<file path="src/hw/rtl/krt_pkg.sv">
// shared types and constants of the keyed record table
`timescale 1ns / 1ps
`default_nettype none

package krt_pkg;

  localparam int DEPTH       = 16;
  localparam int WEIGHT_BITS = 20;
  localparam int KEY_W       = 64;
  localparam int PAY_W       = 32;
  localparam int IDX_W       = $clog2(DEPTH);
  localparam int CNT_W       = $clog2(DEPTH + 1);

  typedef enum logic [1:0] {
    OP_INSERT = 2'd0,
    OP_LOOKUP = 2'd1,
    OP_DELETE = 2'd2,
    OP_MAX    = 2'd3
  } opcode_t;

  typedef enum logic [1:0] {
    ST_OK       = 2'd0,
    ST_NOTFOUND = 2'd1,
    ST_FULL     = 2'd2,
    ST_EMPTY    = 2'd3
  } status_t;

  typedef enum logic [1:0] {
    S_IDLE,
    S_RUN,
    S_SHIFT
  } state_t;

  typedef struct packed {
    logic [KEY_W-1:0]       key;
    logic [WEIGHT_BITS-1:0] weight;
    logic [PAY_W-1:0]       payload;
  } rec_t;

  localparam int REC_W = $bits(rec_t);

endpackage

`default_nettype wire

</file>
<file path="src/hw/rtl/krt_if.sv">
// input and result channel interfaces of the keyed record table
`timescale 1ns / 1ps
`default_nettype none

interface krt_in_if import krt_pkg::*; ();
  logic                   valid;
  logic                   ready;
  logic [1:0]             opcode;
  logic [KEY_W-1:0]       key;
  logic [WEIGHT_BITS-1:0] weight;
  logic [PAY_W-1:0]       payload;

  modport source (output valid, opcode, key, weight, payload, input ready);
  modport sink   (input valid, opcode, key, weight, payload, output ready);
endinterface

interface krt_out_if import krt_pkg::*; ();
  logic                   valid;
  logic                   ready;
  logic [1:0]             status;
  logic [KEY_W-1:0]       rec_key;
  logic [WEIGHT_BITS-1:0] rec_weight;
  logic [PAY_W-1:0]       rec_payload;
  logic                   last;

  modport source (output valid, status, rec_key, rec_weight, rec_payload, last,
                  input ready);
  modport sink   (input valid, status, rec_key, rec_weight, rec_payload, last,
                  output ready);
endinterface

`default_nettype wire

</file>
<file path="src/hw/rtl/krt_ram.sv">
// generic single-write, single-read ram with registered read data
`timescale 1ns / 1ps
`default_nettype none

module krt_ram #(
  parameter int WIDTH = 8,
  parameter int DEPTH = 16
) (
  input  wire logic                     clk,
  input  wire logic                     we,
  input  wire logic [$clog2(DEPTH)-1:0] waddr,
  input  wire logic [WIDTH-1:0]         wdata,
  input  wire logic [$clog2(DEPTH)-1:0] raddr,
  output logic      [WIDTH-1:0]         rdata
);

  logic [WIDTH-1:0] mem [DEPTH];

  // write port
  always_ff @(posedge clk) begin
    if (we) begin
      mem[waddr] <= wdata;
    end
  end

  // registered read port
  always_ff @(posedge clk) begin
    rdata <= mem[raddr];
  end

endmodule

`default_nettype wire

</file>
<file path="src/hw/rtl/keyed_record_table.sv">
// keyed record table: ordered record store with insert, lookup, delete and max query
// Records live in one RAM, one record per row, kept in insertion order; a
// single read port walks the table one entry per clock unless the result
// channel stalls. An insert is written and answered in the run state once the
// output register is free. Lookup, delete and max scan the live entries; delete
// then moves each record behind the removed one up a row. The next transaction
// is taken once the current one is finished, while its last result may still
// sit in the output register. Lookup, delete and max on an empty table answer
// status empty, a missed key status not found and an insert into a full table
// status full, each with zero record fields.
`timescale 1ns / 1ps
`default_nettype none

module keyed_record_table import krt_pkg::*; (
  input  wire logic clk,
  input  wire logic rst_n,
  krt_in_if.sink    in_ch,
  krt_out_if.source out_ch
);

  state_t           state_r, state_nxt;
  opcode_t          op_r;
  rec_t             in_rec_r;
  logic [CNT_W-1:0] count_r, count_nxt;
  logic [CNT_W-1:0] idx_r, idx_nxt;
  rec_t             pend_r, pend_nxt;
  logic             pend_v_r, pend_v_nxt;
  rec_t             best_r, best_nxt;

  logic             out_valid_r;
  status_t          out_status_r;
  rec_t             out_rec_r;
  logic             out_last_r;

  logic             emit;
  status_t          emit_status;
  rec_t             emit_rec;
  logic             emit_last;

  logic             ram_we;
  logic [IDX_W-1:0] ram_waddr;
  rec_t             ram_wdata;
  logic [REC_W-1:0] ram_rdata;
  rec_t             dout;

  logic             accept;
  logic             out_free;
  logic             done;
  logic             match;
  logic             empty;
  logic [CNT_W-1:0] idx_inc;
  logic [CNT_W-1:0] idx_dec;

  // handshake and scan helpers
  assign in_ch.ready = (state_r == S_IDLE);
  assign accept      = in_ch.valid && in_ch.ready;
  assign out_free    = !out_valid_r || out_ch.ready;
  assign dout        = rec_t'(ram_rdata);
  assign done        = (idx_r == count_r);
  assign match       = (dout.key == in_rec_r.key);
  assign empty       = (count_r == '0);
  assign idx_inc     = idx_r + CNT_W'(1);
  assign idx_dec     = idx_r - CNT_W'(1);

  // record store, read address follows the next scan index
  krt_ram #(
    .WIDTH(REC_W),
    .DEPTH(DEPTH)
  ) u_ram (
    .clk  (clk),
    .we   (ram_we),
    .waddr(ram_waddr),
    .wdata(REC_W'(ram_wdata)),
    .raddr(idx_nxt[IDX_W-1:0]),
    .rdata(ram_rdata)
  );

  // next state
  always_comb begin
    state_nxt = state_r;
    unique case (state_r)
      S_IDLE: begin
        if (accept) begin
          state_nxt = S_RUN;
        end
      end
      S_RUN: begin
        if (op_r != OP_INSERT && empty) begin
          if (out_free) state_nxt = S_IDLE;
        end else begin
          unique case (op_r) inside
            OP_INSERT: if (out_free) state_nxt = S_IDLE;
            OP_LOOKUP, OP_MAX: if (done && out_free) state_nxt = S_IDLE;
            OP_DELETE: begin
              if (done && out_free) begin
                state_nxt = S_IDLE;
              end else if (!done && match && out_free) begin
                state_nxt = S_SHIFT;
              end
            end
            default: state_nxt = S_IDLE;
          endcase
        end
      end
      S_SHIFT: begin
        if (done) state_nxt = S_IDLE;
      end
      default: state_nxt = S_IDLE;
    endcase
  end

  // datapath control per state
  always_comb begin
    idx_nxt     = idx_r;
    count_nxt   = count_r;
    pend_nxt    = pend_r;
    pend_v_nxt  = pend_v_r;
    best_nxt    = best_r;
    emit        = 1'b0;
    emit_status = ST_OK;
    emit_rec    = '0;
    emit_last   = 1'b1;
    ram_we      = 1'b0;
    ram_waddr   = count_r[IDX_W-1:0];
    ram_wdata   = in_rec_r;
    unique case (state_r)
      S_IDLE: begin
        idx_nxt    = '0;
        pend_v_nxt = 1'b0;
      end
      S_RUN: begin
        if (op_r != OP_INSERT && empty) begin
          emit        = out_free;
          emit_status = ST_EMPTY;
        end else begin
          unique case (op_r)
            OP_INSERT: begin
              if (out_free) begin
                emit = 1'b1;
                if (count_r == CNT_W'(DEPTH)) begin
                  emit_status = ST_FULL;
                end else begin
                  ram_we    = 1'b1;
                  count_nxt = count_r + CNT_W'(1);
                  emit_rec  = in_rec_r;
                end
              end
            end
            OP_LOOKUP: begin
              if (done) begin
                emit = out_free;
                if (pend_v_r) emit_rec = pend_r;
                else emit_status = ST_NOTFOUND;
              end else if (match && pend_v_r) begin
                // flush the held match, keep the new one until the scan ends
                if (out_free) begin
                  emit      = 1'b1;
                  emit_rec  = pend_r;
                  emit_last = 1'b0;
                  pend_nxt  = dout;
                  idx_nxt   = idx_inc;
                end
              end else begin
                if (match) begin
                  pend_nxt   = dout;
                  pend_v_nxt = 1'b1;
                end
                idx_nxt = idx_inc;
              end
            end
            OP_DELETE: begin
              if (done) begin
                emit        = out_free;
                emit_status = ST_NOTFOUND;
              end else if (match) begin
                if (out_free) begin
                  emit     = 1'b1;
                  emit_rec = dout;
                  idx_nxt  = idx_inc;
                end
              end else begin
                idx_nxt = idx_inc;
              end
            end
            OP_MAX: begin
              if (done) begin
                emit     = out_free;
                emit_rec = best_r;
              end else begin
                if (idx_r == '0 || dout.weight > best_r.weight) begin
                  best_nxt = dout;
                end
                idx_nxt = idx_inc;
              end
            end
            default: emit = 1'b0;
          endcase
        end
      end
      S_SHIFT: begin
        // move each later record up one row
        if (done) begin
          count_nxt = count_r - CNT_W'(1);
          idx_nxt   = '0;
        end else begin
          ram_we    = 1'b1;
          ram_waddr = idx_dec[IDX_W-1:0];
          ram_wdata = dout;
          idx_nxt   = idx_inc;
        end
      end
      default: emit = 1'b0;
    endcase
  end

  // control registers
  always_ff @(posedge clk) begin
    if (!rst_n) begin
      state_r     <= S_IDLE;
      count_r     <= '0;
      idx_r       <= '0;
      pend_v_r    <= 1'b0;
      out_valid_r <= 1'b0;
    end else begin
      state_r  <= state_nxt;
      count_r  <= count_nxt;
      idx_r    <= idx_nxt;
      pend_v_r <= pend_v_nxt;
      if (emit) begin
        out_valid_r <= 1'b1;
      end else if (out_ch.ready) begin
        out_valid_r <= 1'b0;
      end
    end
  end

  // payload registers
  always_ff @(posedge clk) begin
    if (accept) begin
      op_r             <= opcode_t'(in_ch.opcode);
      in_rec_r.key     <= in_ch.key;
      in_rec_r.weight  <= in_ch.weight;
      in_rec_r.payload <= in_ch.payload;
    end
    pend_r <= pend_nxt;
    best_r <= best_nxt;
    if (emit) begin
      out_status_r <= emit_status;
      out_rec_r    <= emit_rec;
      out_last_r   <= emit_last;
    end
  end

  // result channel
  assign out_ch.valid       = out_valid_r;
  assign out_ch.status      = out_status_r;
  assign out_ch.rec_key     = out_rec_r.key;
  assign out_ch.rec_weight  = out_rec_r.weight;
  assign out_ch.rec_payload = out_rec_r.payload;
  assign out_ch.last        = out_last_r;

  // checks
  a_count_bound: assert property (@(posedge clk) disable iff (!rst_n)
    count_r <= CNT_W'(DEPTH))
    else $error("record count beyond table depth");

  a_count_step: assert property (@(posedge clk) disable iff (!rst_n)
    !$stable(count_r) |-> (count_r == $past(count_r) + CNT_W'(1)) ||
                          (count_r == $past(count_r) - CNT_W'(1)))
    else $error("record count moved by more than one");

  a_scan_bound: assert property (@(posedge clk) disable iff (!rst_n)
    (state_r != S_IDLE) |-> (idx_r <= count_r))
    else $error("scan index past live entries");

  a_full_status: assert property (@(posedge clk) disable iff (!rst_n)
    (emit && emit_status == ST_FULL) |-> (count_r == CNT_W'(DEPTH)))
    else $error("full reported with room in table");

  a_no_emit_on_busy: assert property (@(posedge clk) disable iff (!rst_n)
    (out_valid_r && !out_ch.ready) |-> !emit)
    else $error("result overwritten while stalled");

endmodule

`default_nettype wire
</file>
<file path="src/flat_wrapper.sv">
// flat-port wrapper written by rule: the top's interface ports become plain ports
module keyed_record_table_flat import krt_pkg::*;
  (clk, rst_n, in_ch_valid, in_ch_opcode, in_ch_key, in_ch_weight, in_ch_payload, in_ch_ready, out_ch_valid, out_ch_status, out_ch_rec_key, out_ch_rec_weight, out_ch_rec_payload, out_ch_last, out_ch_ready);
  krt_in_if in_ch_i ();
  krt_out_if out_ch_i ();
  input  wire logic clk;
  input  wire logic rst_n;
  input wire logic [$bits(in_ch_i.valid)-1:0] in_ch_valid;
  input wire logic [$bits(in_ch_i.opcode)-1:0] in_ch_opcode;
  input wire logic [$bits(in_ch_i.key)-1:0] in_ch_key;
  input wire logic [$bits(in_ch_i.weight)-1:0] in_ch_weight;
  input wire logic [$bits(in_ch_i.payload)-1:0] in_ch_payload;
  output wire logic [$bits(in_ch_i.ready)-1:0] in_ch_ready;
  output wire logic [$bits(out_ch_i.valid)-1:0] out_ch_valid;
  output wire logic [$bits(out_ch_i.status)-1:0] out_ch_status;
  output wire logic [$bits(out_ch_i.rec_key)-1:0] out_ch_rec_key;
  output wire logic [$bits(out_ch_i.rec_weight)-1:0] out_ch_rec_weight;
  output wire logic [$bits(out_ch_i.rec_payload)-1:0] out_ch_rec_payload;
  output wire logic [$bits(out_ch_i.last)-1:0] out_ch_last;
  input wire logic [$bits(out_ch_i.ready)-1:0] out_ch_ready;
  assign in_ch_i.valid = in_ch_valid;
  assign in_ch_i.opcode = in_ch_opcode;
  assign in_ch_i.key = in_ch_key;
  assign in_ch_i.weight = in_ch_weight;
  assign in_ch_i.payload = in_ch_payload;
  assign in_ch_ready = in_ch_i.ready;
  assign out_ch_valid = out_ch_i.valid;
  assign out_ch_status = out_ch_i.status;
  assign out_ch_rec_key = out_ch_i.rec_key;
  assign out_ch_rec_weight = out_ch_i.rec_weight;
  assign out_ch_rec_payload = out_ch_i.rec_payload;
  assign out_ch_last = out_ch_i.last;
  assign out_ch_i.ready = out_ch_ready;
  keyed_record_table u_core (.clk(clk), .rst_n(rst_n), .in_ch(in_ch_i), .out_ch(out_ch_i));
endmodule
</file>
<file path="config.mk">
export PLATFORM = sky130hd
export DESIGN_NAME = keyed_record_table_flat
export DESIGN_NICKNAME = d
export VERILOG_FILES = /design/src/hw/rtl/krt_pkg.sv /design/src/hw/rtl/krt_if.sv /design/src/hw/rtl/krt_ram.sv /design/src/hw/rtl/keyed_record_table.sv /design/src/flat_wrapper.sv
export SDC_FILE = /design/constraint.sdc
export NUM_CORES = 2
export LEC_CHECK = 0
export BUFFER_PORTS_ARGS = -buffer_cell sky130_fd_sc_hd__clkbuf_2
export CORE_ASPECT_RATIO = 2
export CORE_MARGIN = 10
export CORE_UTILIZATION = 37
export DETAILED_ROUTE_END_ITERATION = 6
export PLACE_DENSITY = 0.58
export REMOVE_ABC_BUFFERS = 1
export SYNTH_ARGS = -nofsm -noshare
export SYNTH_HDL_FRONTEND = slang
export SYNTH_SLANG_ARGS = --single-unit
</file>
<file path="constraint.sdc">
create_clock -name clk -period 29.1 [get_ports clk]
set_clock_uncertainty 0.2 [all_clocks]
set_input_delay 0 -clock clk [delete_from_list [all_inputs] [get_ports clk]]
set_output_delay 0 -clock clk [all_outputs]
set_load 0.01 [all_outputs]
</file>
==> results.ini <==
[detailed_routing]
route.detailed.drc=0
finalWirelength_um=270000
drt.antenna.violating_nets=0
first_iter_violations=4936
post_drt_via_cell_ratio=5.66
detail_route.first_pass.iterations=6
wl_per_cell_um=30.0
via_count=50979

[clock_tree]
worstSkewPairLatency_ns=0.86
clk_root_buffer_cell=clkbuf_16
ctsLongestPathBuffers=4
htree_num_levels=4
tritoncts=done
path_clk_slew_ns=0.07
numClockSinks=2455
cts_bufs_inserted=210
ctsResizeCount=0

[grt]
grt_util_all_layers_pct=19.1
grt_pass1_vias=53281
grt_remaining_overflow=0
grt_max_degree=153
antenna_found_initial=21
grt_first_pass_wirelength_um=389000

[final_layout]
layout-area-overhead-vs-synth_pct=15.3
layout.cells.most_common=edfxtp_1
n_fill_cell=22026
layout.core_utilization_pct=42.8
final_cell_mix=edfxtp_1, nand2_1, nand3_1
finalNetCount=5681
final_layout_size_suffix_gt1_share_pct=20.7

[timing]
final-setup-viol-count=0
actual_transition_at_the_worst_max_transition_pin_ns=1.32
grt_setup_unrepaired=no
portion_of_the_clock_cycle_consumed_by_the_worst_path_in_the_final_layout_pct=26.4
fin_crit_ns=7.67
setup-tns-final_ns=0
timing_max_transition_violations_final=0
hold_violations=0
fmaxAchievable_mhz=130
slew_headroom_pct=11.2

[critical_path]
crit_required_ns=29.61
cpMaxStageDelayCell=nor4_1
worst_setup_path_start_kind=register
cp_cell_sequence=xor2_1 > nor4_1 > nand4_1 > nor4_4 > nand2b_1 > o311ai_1 > a31oi_4 > buf_12 > buf_12 > buf_12 > buf_4 > mux4_2 > nand3_1 > nand4_1
cpLargestDelayFamily=simple AND/OR/NAND/NOR gates
setup.worst_path.end_class=register
worst_path_largest_cell_delay_ns=0.99
path_max_fanout=111
critical_path.most_common_cell=buf_12
crit_buf_inv=4
worst_ep_arrival_time_ns=8.18
path_class=register to register

[logic_synthesis]
post_synth_instance_area_mm2=0.0943
synth_cells=5033
synth_edf_count=2325
synth_largest_type_area_fraction_pct=74.1
synth_ff_type=edfxtp_1
count_of_unique_library_cells_instantiated_by_yosys=52
most_area_consuming_cells_after_synthesis=edfxtp_1, mux4_2, dfxtp_1
synth_async_sr_flop_share_pct=0
synth_area_per_cell_um2=18.7
synth_seq_cells=2455
synthesis.yosys.warnings=0
synth_largest_area_cell=edfxtp_1
synth_seq_area_share_pct=76.8

[power_and_ir_drop]
p_leak_nw=34.3
max-vdd-ir-drop_mv=0.0476
pwr_density_cell_mw_per_mm2=65.4

[floorplan]
fp.dieArea_mm2=0.277
start_util_pct=37.1
die_height_um=734
count_of_pins_on_the_block_boundary=243
design.core.area_mm2=0.254
die_width_um=377
rows=262

[hold_path]
hold_class=input port to register

[run]
max_cap_viol_count=0

[status]
run_status=finished, final reports clean

[placement]
portBuffers=242
place_congestion=0.768
dp_hpwl_um=143000

[synth_stat cells (72+ instances only)]
cell type / instances
dfxtp_1: 130
nand4_1: 123
o21ai_0: 139
nand2_1: 485
nand3_1: 477
edfxtp_1: 2325
mux4_2: 464
a22oi_1: 116
buf_2: 74
a22o_1: 116
xor2_1: 72
clkbuf_1: 194
[cell families after synthesis]
kind of cell             synth area share, %
flip-flops                              76.8
AND/OR/NAND/NOR                         5.90
multiplexers                            11.1
AO/OA/AOI/OAI                           3.27
buffers and inverters                   1.71
XOR/XNOR                               0.762
adder cells (fa/ha/maj)                0.433
[path summary, 6_finish.rpt]
| kind | startpoint | endpoint | slack, ns | cells past startpoint |
|---|---|---|---|---|
| worst max-delay path | u_core.in_rec_r[77]$_DFFE_PP_ | u_core.u_ram.rdata[74]$_DFF_P_ | 21.43 | 14 |
| worst min-delay path | in_ch_valid | u_core.in_rec_r[76]$_DFFE_PP_ | 0.11 | 3 |
| worst max register to register | u_core.in_rec_r[77]$_DFFE_PP_ | u_core.u_ram.rdata[74]$_DFF_P_ | 21.43 | 14 |
| worst min register to register | u_core.u_ram.rdata[8]$_DFF_P_ | u_core.best_r[8]$_DFFE_PP_ | 0.29 | 0 |
[area by class of cell]
cell class	count	area, µm²	area share, %
flip-flops and latches	2455	72400	66.6
multi-input cells	2220	20600	18.9
clock buffers	295	5830	5.36
repair buffers	605	4660	4.29
well taps	3300	4130	3.80
clock inverters	89	898	0.827
inverters	35	131	0.121
diodes	8	20.0	0.0184
[registers in the layout, summed over array words and instances (netlist names), 5 cells and up]
signal / flops
u_core.count_r: 5
u_core.out_ch.rec_payload: 32
u_core.out_ch.rec_key: 64
u_core.u_ram.rdata: 116
u_core.out_ch.rec_weight: 20
u_core.best_r: 116
u_core.idx_r: 5
u_core.in_rec_r: 116
u_core.u_ram.mem: 1856
u_core.pend_r: 116
[metal layers]
metal	vias up	track usage [%]	wire length (µm)
met1	27339	25.0	109000
met4	12	6.12	8510
met2	1938	33.0	137000
met3	423	2.58	16100
met5	-	0	75
li1	21267	-	-
[per-stage QoR]
step                      hold slack (ns)  total power [mW]  cell area, µm²  setup WS [ns]  cells
final                               0.113              7.11          109000          21.43   9007
after global routing                0.119              7.33          109000          20.77   9001
after CTS                          0.0644              7.18          109000          21.00   8999
after detailed placement          -0.0212              4.34           99500          20.99   8371
after global placement            -0.0212              4.34           99500          20.72   8370
after floorplan                    -0.101              4.29           92800         -22.26   4710
[power breakdown]
group,switching [mW],internal (mW)
Sequential,0.0343,3.93
Combinational,0.219,0.106
Clock,1.28,1.54
Total,1.53,5.58
[worst reg2reg max path, cell delays in order, from the launching register on]
cell,delay [ns]
edfxtp_1,0.45
xor2_1,0.23
nor4_1,0.99
nand4_1,0.32
nor4_4,0.97
nand2b_1,0.25
o311ai_1,0.15
a31oi_4,0.24
buf_12,0.68
buf_12,0.61
buf_12,0.80
buf_4,0.81
mux4_2,0.62
nand3_1,0.11
nand4_1,0.11
[repair_timing]
| action | CTS | global route |
|---|---|---|
| hold endpoints to repair | 166 | 0 |
| hold buffers | 244 | 0 |
| setup buffers | 0 | 0 |
| setup endpoints to repair | 0 | 0 |
Power figures use the tool's default switching activity.
